==> config.mk <==
export PLATFORM = sky130hd
export DESIGN_NAME = acet_ctrl
export DESIGN_NICKNAME = d
export VERILOG_FILES = /design/src/hw/rtl/acet_pkg.sv /design/src/hw/rtl/acet_ctrl.sv
export SDC_FILE = /design/constraint.sdc
export NUM_CORES = 1
export LEC_CHECK = 0
export ABC_CLOCK_PERIOD_IN_PS = 2050
export BUFFER_PORTS_ARGS = -buffer_cell sky130_fd_sc_hd__buf_2
export CAP_MARGIN = 20
export CORE_ASPECT_RATIO = 0.75
export CORE_MARGIN = 8
export CORE_UTILIZATION = 47
export CTS_CLUSTER_SIZE = 8
export DETAILED_ROUTE_END_ITERATION = 16
export PLACE_DENSITY = 0.73
export SLEW_MARGIN = 10
export SYNTH_ARGS = -nofsm -noshare
export SYNTH_HDL_FRONTEND = slang
export SYNTH_SLANG_ARGS = --single-unit
export TNS_END_PERCENT = 20
==> constraint.sdc <==
create_clock -name i_clk -period 2.05 [get_ports i_clk]
set_input_delay 0.41 -clock i_clk [delete_from_list [all_inputs] [get_ports i_clk]]
set_output_delay 0.41 -clock i_clk [all_outputs]
set_load 0.005 [all_outputs]
==> src/hw/rtl/acet_pkg.sv <==
// Shared types and constants for the ant colony edge table.
package acet_pkg;
    localparam int MaxCitiesDefault = 64;
    localparam logic [31:0] OneQ16 = 32'd65536;
    localparam logic [31:0] PherDefault = 32'd6554;
    localparam logic [16:0] DecayQ16 = 17'd62259;
    localparam logic [6:0] CityCountReset = 7'd64;
    localparam logic [15:0] EvapReset = 16'd6554;

    localparam logic [2:0] ModeLoad = 3'd0;
    localparam logic [2:0] ModeSetPher = 3'd1;
    localparam logic [2:0] ModeTour = 3'd2;
    localparam logic [2:0] ModeEvap = 3'd3;
    localparam logic [2:0] ModeJam = 3'd4;
    localparam logic [2:0] ModeReduce = 3'd5;
    localparam logic [2:0] ModeQuery = 3'd6;
    localparam logic [2:0] ModeUnused = 3'd7;

    localparam logic [0:0] RegCityCount = 1'd0;
    localparam logic [0:0] RegEvapRate = 1'd1;

    // datapath operations issued by the controller
    typedef enum logic [3:0] {
        OP_NONE    = 4'd0,
        OP_CLEAR   = 4'd1,  // write reset values at sweep address
        OP_CAPTURE = 4'd2,  // latch the request
        OP_RD_AB   = 4'd3,  // read entry (x,y)
        OP_WR_AB   = 4'd4,  // write/deposit/jam (x,y), then swap x,y
        OP_RD_REP  = 4'd5,  // read report entry (a,b)
        OP_REPORT  = 4'd6,  // form result
        OP_SWEEP_RD = 4'd7,
        OP_SWEEP_WR = 4'd8,
        OP_CLOSE   = 4'd9,  // set x,y to closing edge
        OP_EMPTY   = 4'd10  // form result with zero data
    } t_op;

    typedef struct packed {
        t_op  op;
        logic sel_deposit;
        logic sel_jam;
    } t_cmd;

    typedef struct packed {
        logic [2:0] mode;
        logic       last;
        logic       tour_open;
        logic       edge_ok;
        logic       sweep_done;
        logic       clear_done;
    } t_status;
endpackage

==> src/hw/rtl/acet_ctrl.sv <==
// Controller state machine sequencing each request.
module acet_ctrl import acet_pkg::*; (
    input  logic    i_clk,
    input  logic    i_rst_n,
    input  logic    i_in_valid,
    output logic    o_in_ready,
    output logic    o_out_valid,
    input  logic    i_out_ready,
    input  t_status i_status,
    output t_cmd    o_cmd
);
    typedef enum logic [11:0] {
        S_CLEAR  = 12'b000000000001,
        S_IDLE   = 12'b000000000010,
        S_RD     = 12'b000000000100,
        S_WR     = 12'b000000001000,
        S_RD2    = 12'b000000010000,
        S_WR2    = 12'b000000100000,
        S_CLOSE  = 12'b000001000000,
        S_REPRD  = 12'b000010000000,
        S_REPMUL = 12'b000100000000,
        S_REP    = 12'b001000000000,
        S_SWRD   = 12'b010000000000,
        S_SWWR   = 12'b100000000000
    } t_state;

    t_state r_state, n_state;
    logic r_out_valid, n_out_valid;
    logic r_close, n_close;
    logic take;

    assign o_in_ready = (r_state == S_IDLE) && !r_out_valid;
    assign take = i_in_valid && o_in_ready;
    assign o_out_valid = r_out_valid;

    always_comb begin
        n_state = r_state;
        n_out_valid = r_out_valid && !i_out_ready;
        n_close = r_close;
        o_cmd = '{op: OP_NONE, sel_deposit: 1'b0, sel_jam: 1'b0};
        case (r_state)
            S_CLEAR: begin
                o_cmd.op = OP_CLEAR;
                if (i_status.clear_done) n_state = S_IDLE;
            end
            S_IDLE: begin
                if (take) begin
                    o_cmd.op = OP_CAPTURE;
                    n_state = S_RD;
                end
            end
            S_RD: begin
                // dispatch on captured mode
                case (i_status.mode)
                    ModeLoad, ModeSetPher: begin
                        o_cmd.op = OP_WR_AB;
                        n_state = S_REPRD;
                    end
                    ModeJam: begin
                        o_cmd.op = OP_WR_AB;
                        o_cmd.sel_jam = 1'b1;
                        n_state = S_WR2;
                    end
                    ModeTour: begin
                        o_cmd.op = OP_RD_AB;
                        n_close = i_status.last;
                        n_state = S_WR;
                    end
                    ModeEvap, ModeReduce: begin
                        o_cmd.op = OP_SWEEP_RD;
                        n_state = S_SWWR;
                    end
                    ModeQuery: n_state = S_REPRD;
                    default: begin
                        o_cmd.op = OP_EMPTY;
                        n_out_valid = 1'b1;
                        n_state = S_IDLE;
                    end
                endcase
            end
            S_WR: begin
                o_cmd.op = OP_WR_AB;
                o_cmd.sel_deposit = 1'b1;
                n_state = S_RD2;
            end
            S_RD2: begin
                o_cmd.op = OP_RD_AB;
                n_state = S_WR2;
            end
            S_WR2: begin
                if (i_status.mode == ModeJam) begin
                    o_cmd.op = OP_WR_AB;
                    o_cmd.sel_jam = 1'b1;
                    n_state = S_REPRD;
                end else begin
                    o_cmd.op = OP_WR_AB;
                    o_cmd.sel_deposit = 1'b1;
                    n_state = S_CLOSE;
                end
            end
            S_CLOSE: begin
                if (r_close) begin
                    o_cmd.op = OP_CLOSE;
                    n_close = 1'b0;
                    n_state = S_RD;
                end else begin
                    o_cmd.op = OP_EMPTY;
                    n_out_valid = 1'b1;
                    n_state = S_IDLE;
                end
            end
            S_REPRD: begin
                o_cmd.op = OP_RD_REP;
                n_state = S_REPMUL;
            end
            S_REPMUL: begin
                o_cmd.op = OP_NONE;
                n_state = S_REP;
            end
            S_REP: begin
                o_cmd.op = OP_REPORT;
                n_out_valid = 1'b1;
                n_state = S_IDLE;
            end
            S_SWRD: begin
                o_cmd.op = OP_SWEEP_RD;
                n_state = S_SWWR;
            end
            S_SWWR: begin
                o_cmd.op = OP_SWEEP_WR;
                if (i_status.sweep_done) begin
                    n_state = S_CLOSE;
                    n_close = 1'b0;
                end else begin
                    n_state = S_SWRD;
                end
            end
            default: n_state = S_IDLE;
        endcase
    end

    always_ff @(posedge i_clk) begin
        if (!i_rst_n) begin
            r_state <= S_CLEAR;
            r_out_valid <= 1'b0;
            r_close <= 1'b0;
        end else begin
            r_state <= n_state;
            r_out_valid <= n_out_valid;
            r_close <= n_close;
        end
    end
endmodule

==> results of run 1 <==
[cell type report]
cell class | count | area [sq um] | share of cell area
Clock buffer | 3 | 22.5 | 0.0168
Inverter | 3 | 11.3 | 0.00840
Tap cell | 22 | 27.5 | 0.0205
Timing Repair Buffer | 52 | 348 | 0.260
Sequential cell | 14 | 282 | 0.210
Multi-Input combinational cell | 94 | 649 | 0.485
[metrics by stage]
stage,setup WS [ns],hold slack (ns),TNS (ns),cells,cell area (sq um)
after global placement,-0.180,0.480,-0.871,184,1260
final,-0.467,0.371,-2.61,188,1340
after CTS,-0.452,0.365,-2.47,187,1290
after detailed placement,-0.189,0.485,-0.897,184,1260
after floorplan,-0.121,0.454,-0.325,117,922
after global routing,-0.505,0.374,-3.10,188,1340
[cell families after synthesis]
kind of cell,after synthesis,share of synthesized area
buffers and inverters,9,0.0400
AO/OA/AOI/OAI,22,0.159
AND/OR/NAND/NOR,71,0.483
XOR/XNOR,1,0.00966
flip-flops,14,0.309
[where the power goes]
part	leakage (nW)	total, mW	switching [mW]	internal (mW)
Sequential	0.114	0.280	0.00356	0.277
Combinational	0.463	0.108	0.0588	0.0490
Clock	0.0138	0.159	0.0906	0.0682
Total	0.591	0.547	0.153	0.394
[final timing paths]
check,end,cells after the start,slack (ns),from
worst max-delay path,o_cmd[4],5,-0.47,r_state[2]
worst max register to register,r_state[1],7,-0.12,r_state[2]
worst min-delay path,r_state[3],2,0.37,i_status[5]
worst min register to register,r_state[2],2,0.50,r_close
[timing repair]
action                     4_1_cts  5_1_grt
setup endpoints to repair        8       19
pin swaps                        0        0
resized for setup                3        9
hold buffers                     0        0
buffers inserted                 0        1
[placed cells by master, fill, tap and decap left out, drive strengths merged, types with 5 or more instances in the layout]
cell type	count
a21oi	8
nand2	6
buf	52
nor2	14
nand2b	5
dfxtp	14
nand4	6
nor4	7
nand3	7
o21ai	5
[layer usage]
layer	global-route usage	up-vias
met3	0.0414	6
li1	-	541
met2	0.312	67
met5	0	-
met1	0.196	540
met4	0.0671	0
[sequential cells by signal, indices dropped and copies added, names as in the netlist]
signal / flops
r_close: 1
o_out_valid: 1
r_state: 12
[worst max-delay path, delay by kind of cell (launching register included)]
kind                   cells  cell delay, ns
flip-flops                 1            0.34
buffers and inverters      1            0.10
AND/OR/NAND/NOR            4            1.39
==> results by group, run 1 <==
Timing
  – Worst-margin pin slew: 0.493 ns
  – Fmax: roughly 400 MHz
  – Setup-failing EPs final: 7
  – Final worst path period share: 1.23
  – Clock Skew: 0.00773 ns
  – Slew Viols, Final: 0
  – Rel. slew slack: 0.667
  – Period minus WS final: 2.52 ns
  – Setup slack after layout: -0.467 ns
  – RSZ-0062 raised after global routing: yes
  – Count of final hold-check violations: 0

Routing
  – Met2 routed WL: 1540 um
  – DR top layer: met4
  – WL final: between 3000 and 4000 um
  – First-pass DRT Iterations: 4
  – DRC: 0
  – Via count: between 1000 and 1500
  – Met3 WL post-DR: 272 um
  – Average wire per standard cell: 16.3 um
  – Antenna violation net count after detailed routing: 0
  – M1 WL: 1220 um
  – Vias per cell: 6.14
  – Starting DRT DRC Count: 107

Synthesis
  – Cell Area, Synth: 907 sq um
  – Synth Instances: approximately 120
  – Synthesis Warnings: 0
  – Dominant cells by area after synthesis: dfxtp_1 (31%), nor2_1 (5.8%), nor4_1 (4.8%)
  – Syn nets: 129
  – Ys async rst share: 0
  – Yosys top cell area share: 0.309
  – Syn avg cell area: 7.75 sq um
  – Seq/Total Area, Yosys: 0.309
  – Post-synthesis register bit count: 14
  – Netlist cell types: 34
  – Post-synth top area cell: dfxtp_1
  – Dominant synthesized flop cell: dfxtp_1
  – Post-synth top cells: dfxtp_1 (14), nor2_1 (14), a21oi_1 (7), nand3_1 (7), nor4_1 (7)
  – EDFF count, synth: 0

Layout
  – Area growth syn-to-layout: 47.7%
  – Number of antenna diodes: 0
  – Share of layout cells above drive strength 1: 0.452
  – # fillers: 125
  – Final core occ: 0.756
  – Final #Nets: 180

Power
  – Power Total: 547 uW
  – Leakage: 0.591 nW
  – Power density over cell area: ~410 mW/mm^2
  – VDD IR max: about 380 uV

Clocking
  – Worst skew pair latency: 0.28 ns
  – CTS sink cnt: 14
  – Root Buffer: clkbuf_4
  – Max Root-Sink Buffers: 2
  – CTS Buf Count: 3
  – H-tree lvl count: 1
  – CTS tree: yes
  – Clk pin slew, worst setup/hold paths: 0.09 ns

Global routing
  – First-pass GRT wire length: 4750 um
  – Vias in the first global route: between 1000 and 1500
  – GRT Util Overall: 0.173
  – Total grt overflow: 0
  – Largest net degree at the start of global routing: 11
  – Initial antenna violation count: 0

Place
  – I/O Buffers: 17
  – DP HPWL: 2300 um
  – Gpl congestion: 0.878

Floorplan
  – Core area: 0.00177 sq mm
  – Die extent in x: between 60 and 70 um
  – Die Y: around 54 um
  – Row cnt: 13
  – Initial Utilization: 0.512
  – Die ar.: between 0.003 and 0.004 sq mm
  – Io pins: 20

Setup path
  – CP Cell Sequence: or4_1 > or4_4 > and4_4 > nand3_2 > buf_2
  – Delay of the slowest critical-path stage: 0.58 ns
  – CP max-delay cell: or4_1
  – CP required: 1.64 ns
  – Crit Path Category: reg2out
  – CP startpoint kind: flip-flop
  – Crit-path max FO: 4
  – WP data arrival: around 2.1 ns
  – Critical Path End Type: output port

Run
  – Max capacitance violation total: 0

Status
  – Status: finished with violations
  – Failing checks: setup timing

Hold path
  – Worst Hold Class: in2reg
Note: power is estimated with default switching activity, not from simulation.
==> inputs of run 2 (changes only) <==
--- a/config.mk
+++ b/config.mk
@@ -14,6 +14,7 @@
 export CTS_CLUSTER_SIZE = 8
 export DETAILED_ROUTE_END_ITERATION = 16
 export PLACE_DENSITY = 0.73
+export SETUP_SLACK_MARGIN = 0.15
 export SLEW_MARGIN = 10
 export SYNTH_ARGS = -nofsm -noshare
 export SYNTH_HDL_FRONTEND = slang
==> run 2 against run 1 <==
Against the previous run: power rose by 1.5%; routed wire length rose by 10%; critical path depth did not move; cell area rose by 4.4%; flip-flop and latch count did not move; critical path type unchanged; critical endpoint unchanged; count of clock-buffer cells in the layout did not move; sequential share of layout area fell by 0.44 points; global-route usage rose by 0.17 points; non-clock buffer count rose by 3; the run still ends with setup timing left; fmax rose by 0.36%.
==> results by group, run 2 (synthesis results as in run 1) <==
Timing
  – Clock Skew: 0.0123 ns
  – RSZ-0062 raised after global routing: yes
  – Fmax: between 300 and 400 MHz
  – Final worst path period share: 1.22
  – Setup_tns: -2.46 ns
  – Setup-failing EPs final: 7
  – Period minus WS final: ~2.5 ns
  – Slew Viols, Final: 0
  – Worst-margin pin slew: 0.480 ns
  – Count of final hold-check violations: 0
  – Rel. slew slack: 0.677
  – Setup slack after layout: -0.458 ns

Routing
  – DRC: 0
  – Average wire per standard cell: 17.7 um
  – First-pass DRT Iterations: 4
  – Via count: 1183
  – Vias per cell: 6.19
  – Antenna violation net count after detailed routing: 0
  – WL final: 3390 um
  – Starting DRT DRC Count: 65

Clocking
  – Root Buffer: clkbuf_4
  – Number of buffers inserted by hold repair at cts: 0
  – Max Root-Sink Buffers: 2
  – H-tree lvl count: 1
  – CTS sink cnt: 14
  – CTS tree: yes
  – CTS Buf Count: 3
  – Worst skew pair latency: 0.29 ns
  – Clk pin slew, worst setup/hold paths: 0.09 ns

Floorplan
  – Die extent in x: around 67 um
  – Core area: ~0.0018 sq mm
  – Die ar.: 0.00361 sq mm
  – Io pins: 20
  – Initial Utilization: 0.512
  – Die Y: 54.0 um
  – Row cnt: 13

Layout
  – Max reg flops: 12
  – Final core occ: 0.789
  – Area growth syn-to-layout: 54.2%
  – Post-route cell area: 0.00140 sq mm
  – Largest reg by FF count: r_state
  – Number of antenna diodes: 0
  – Most frequent cells in the layout: buf_4 (38), buf_2 (17), nor2_1 (13)
  – Final #Nets: around 180
  – Commonest non-fill, non-tap cell in the layout: buf_4
  – # fillers: 113
  – Share of layout cells above drive strength 1: 0.527

Setup path
  – Delay of the slowest critical-path stage: roughly 0.56 ns
  – CP Cell Sequence: or4_4 > or4_4 > and4_4 > nand3_2 > buf_2
  – Critical Path End Type: output port
  – CP max-delay cell: or4_4
  – CP top delay family: simple AND/OR/NAND/NOR gates
  – WP data arrival: 2.10 ns
  – Most used cell, CP: or4_4
  – Crit-path max FO: 4
  – CP startpoint kind: flip-flop
  – WP buf/inv: 1
  – CP required: 1.64 ns
  – Crit Path Category: reg2out

Run
  – Max capacitance violation total: 0

Global routing
  – Initial antenna violation count: 0
  – First-pass GRT wire length: 4800 um
  – Vias in the first global route: 1092
  – Most Crowded Layer GR: met2
  – GRT Util Overall: 0.175
  – GRT met2 Usage: 0.315
  – Global Route met3 Usage: 0.0414
  – Total grt overflow: 0
  – Routing usage on met1: 0.198
  – Largest net degree at the start of global routing: 11

Place
  – I/O Buffers: 17
  – DP HPWL: 2300 um
  – Post-placement cell area: 0.00126 sq mm
  – Gpl congestion: between 0.8 and 0.9

Power
  – Clock Power Share: 0.290
  – Leakage: 0.614 nW
  – P_sw: approximately 160 uW
  – VDD IR max: 393 uV
  – Combinational cell fraction of total power: 0.203
  – Switch share: 0.285
  – Power Total: 555 uW
  – Power density over cell area: 397 mW/mm^2
  – Seq pwr share: 0.507
  – Power Internal: 397 uW

Hold path
  – Worst Hold Class: in2reg

Status
  – Status: finished with violations
  – Failing checks: setup timing
==> run 2: final cells by class <==
| type | count | area, sq um | share of cell area |
|---|---|---|---|
| Timing Repair Buffer | 55 | 370 | 0.265 |
| Sequential cell | 14 | 288 | 0.206 |
| Tap cell | 22 | 27.5 | 0.0197 |
| Inverter | 3 | 11.3 | 0.00805 |
| Multi-Input combinational cell | 94 | 679 | 0.486 |
| Clock buffer | 3 | 22.5 | 0.0161 |
==> run 2: routing by layer <==
metal | share of wire | wire length, um
met4 | 0.030 | 100
met3 | 0.071 | 239
met1 | 0.39 | 1340
met2 | 0.51 | 1710
met5 | 0 | 0
==> run 2: power by group through the flow <==
stage                     Sequential [mW]  Combinational, mW  Clock (mW)
after floorplan                     0.288             0.0540           0
after global placement              0.286             0.0983           0
after detailed placement            0.286              0.101           0
after CTS                           0.280              0.102       0.159
final                               0.281              0.113       0.161
after global routing                0.283              0.121       0.171
==> run 2: what timing repair did <==
item	in CTS	in global routing
pin swaps	2	6
setup endpoints to repair	12	20
resized for setup	4	19
buffers inserted	0	4
==> run 2: path summary, 6_finish.rpt <==
check | startpoint | to | slack, ns | depth (start not counted)
hold / removal | i_status[4] | r_close | 0.37 | 3
setup / recovery | r_state[11] | o_cmd[4] | -0.46 | 5
hold reg to reg | r_close | r_state[2] | 0.50 | 2
setup reg to reg | r_state[11] | r_state[1] | -0.11 | 7
==> run 2: tightest hold or removal path, stage by stage <==
cell and delay, ns:
buf_2 0.10, nand3_1 0.06, a21boi_1 0.05
==> run 2: stage by stage <==
| stage | std cells | hold WS, ns | setup slack [ns] |
|---|---|---|---|
| after global routing | 191 | 0.383 | -0.500 |
| after detailed placement | 184 | 0.485 | -0.189 |
| after floorplan | 117 | 0.454 | -0.121 |
| after global placement | 184 | 0.480 | -0.180 |
| after CTS | 187 | 0.365 | -0.452 |
| final | 191 | 0.367 | -0.458 |
==> inputs of run 3 (changes only) <==
--- a/config.mk
+++ b/config.mk
@@ -9,11 +9,12 @@
 export BUFFER_PORTS_ARGS = -buffer_cell sky130_fd_sc_hd__buf_2
 export CAP_MARGIN = 20
 export CORE_ASPECT_RATIO = 0.75
-export CORE_MARGIN = 8
+export CORE_MARGIN = 2
 export CORE_UTILIZATION = 47
 export CTS_CLUSTER_SIZE = 8
 export DETAILED_ROUTE_END_ITERATION = 16
 export PLACE_DENSITY = 0.73
+export RECOVER_POWER = 25
 export SETUP_SLACK_MARGIN = 0.15
 export SLEW_MARGIN = 10
 export SYNTH_ARGS = -nofsm -noshare
==> run 3 against run 2 <==
Against the previous run: the run still ends with setup timing left; power up 13%; clock skew fell by 0.0062 ns; setup slack got worse by 0.038 ns; sequential power hardly changed; critical path type unchanged; global-route usage increased by 14 points; flip-flop and latch count is the same; routed wire length increased by 17%.
==> results by group, run 3 (synthesis results as in run 1) <==
Status
  – Status: finished with violations
  – Failing checks: setup timing

Routing
  – Starting DRT DRC Count: around 120
  – WL final: 3980 um
  – Vias per cell: 6.62
  – First-pass DRT Iterations: 5
  – Average wire per standard cell: 20.6 um
  – DRC: 0
  – Antenna violation net count after detailed routing: 0
  – Via count: 1278

Timing
  – Slew Viols, Final: 0
  – Clock Skew: between 0.006 and 0.007 ns
  – Fmax: a little under 400 MHz
  – Count of final hold-check violations: 0
  – Min Hold Slack: 0.356 ns
  – Period minus WS final: ~2.5 ns
  – Worst-margin pin slew: 0.564 ns
  – Rel. slew slack: 0.618
  – Setup slack after layout: -0.496 ns
  – RSZ-0062 raised after global routing: yes
  – Setup-failing EPs final: 8
  – Final worst path period share: 1.24

Layout
  – Final #Nets: 184
  – Final core occ: 0.833
  – Area growth syn-to-layout: 62.9%
  – Share of layout cells above drive strength 1: 0.550
  – Commonest non-fill, non-tap cell in the layout: buf_4
  – Max reg flops: 12
  – Post-route cell area: around 0.0015 sq mm
  – Most frequent cells in the layout: buf_4 (34), buf_2 (17), nor2_1 (13)
  – Largest reg by FF count: r_state
  – Number of antenna diodes: 0

Floorplan
  – Core area: 0.00177 sq mm
  – Io pins: 20
  – Die extent in x: 54.7 um
  – Initial Utilization: 0.512
  – Die Y: 42.0 um
  – Row cnt: 13
  – Die ar.: 0.00230 sq mm

Place
  – DP HPWL: around 2200 um
  – Gpl congestion: 0.871
  – I/O Buffers: 17
  – Post-placement cell area: 0.00125 sq mm

Clocking
  – CTS tree: yes
  – H-tree lvl count: 1
  – Max Root-Sink Buffers: 2
  – Root Buffer: clkbuf_4
  – CTS sink cnt: 14
  – Worst skew pair latency: 0.30 ns
  – CTS Buf Count: 3
  – Clk pin slew, worst setup/hold paths: about 0.10 ns

Global routing
  – GRT Util Overall: 0.311
  – Total grt overflow: 0
  – First-pass GRT wire length: 5140 um
  – Initial antenna violation count: 0
  – Largest net degree at the start of global routing: 11
  – Vias in the first global route: 1121

Setup path
  – CP startpoint kind: flip-flop
  – WP data arrival: 2.14 ns
  – Worst R2R End: r_state[1]
  – Crit Path Category: reg2out
  – CP required: ~1.6 ns
  – Critical Path End Type: output port
  – Worst setup path start: r_state[0]
  – Worst setup path end: o_cmd[5]
  – FF-to-FF Start: r_state[0]
  – Setup slack, reg-to-reg: -0.04 ns
  – Reg2reg path depth: 7
  – Crit-path max FO: 4

Power
  – Leakage: 0.635 nW
  – Power Total: 629 uW
  – VDD IR max: 441 uV
  – Power density over cell area: 426 mW/mm^2

Hold path
  – Worst Hold Class: in2reg

Run
  – Max capacitance violation total: 0
## run 3: timing repair
action	4_1_cts	5_1_grt
gates resized for setup	15	20
cloned	0	0
hold buffers	0	0
buffers inserted	5	1
pin swaps	5	6
setup endpoints to repair	12	20
## run 3: layer usage
metal	vias up	track usage	share of wire	wire, um
li1	553	-	-	-
met2	121	0.488	0.43	1710
met5	-	0	0	0
met4	0	0.0900	0.079	315
met1	572	0.407	0.38	1490
met3	32	0.0857	0.11	457
## run 3: area by class of cell
type	instances	area [sq um]
inverters	3	11.3
fillers	92	295
clock buffers	4	36.3
flip-flops and latches	14	288
well taps	22	27.5
multi-input cells	94	718
repair buffers	56	397
## run 3: how the worst min path moves through the flow
stage                 endpoint  cells after the start        start
CTS                 r_state[0]                      2  i_status[0]
detailed placement  r_state[2]                      2      r_close
global placement    r_state[2]                      2      r_close
floorplan           r_state[2]                      2      r_close
global route           r_close                      2      i_rst_n
finish                 r_close                      3  i_status[4]
## run 3: critical path: stages, from the launching register on
cell     delay, ns
dfxtp_2       0.34
buf_4         0.14
or4b_4        0.51
or3_4         0.43
nor2_4        0.12
or3_1         0.15
buf_2         0.15
## run 3: where the power goes
part | switching, mW | leakage (nW) | internal [mW]
clock | 0.112 | 0.0210 | 0.109
sequential | 0.00415 | 0.116 | 0.278
combinational | 0.0718 | 0.498 | 0.0548
## run 3: through the flow
stage               instances  setup WS [ns]  setup TNS (ns)
CTS                       192         -0.406           -2.08
detailed placement        183         -0.195          -0.919
finish                    193         -0.496           -2.52
global route              193         -0.567           -3.56
global placement          183         -0.178          -0.882
floorplan                 117         -0.121          -0.325
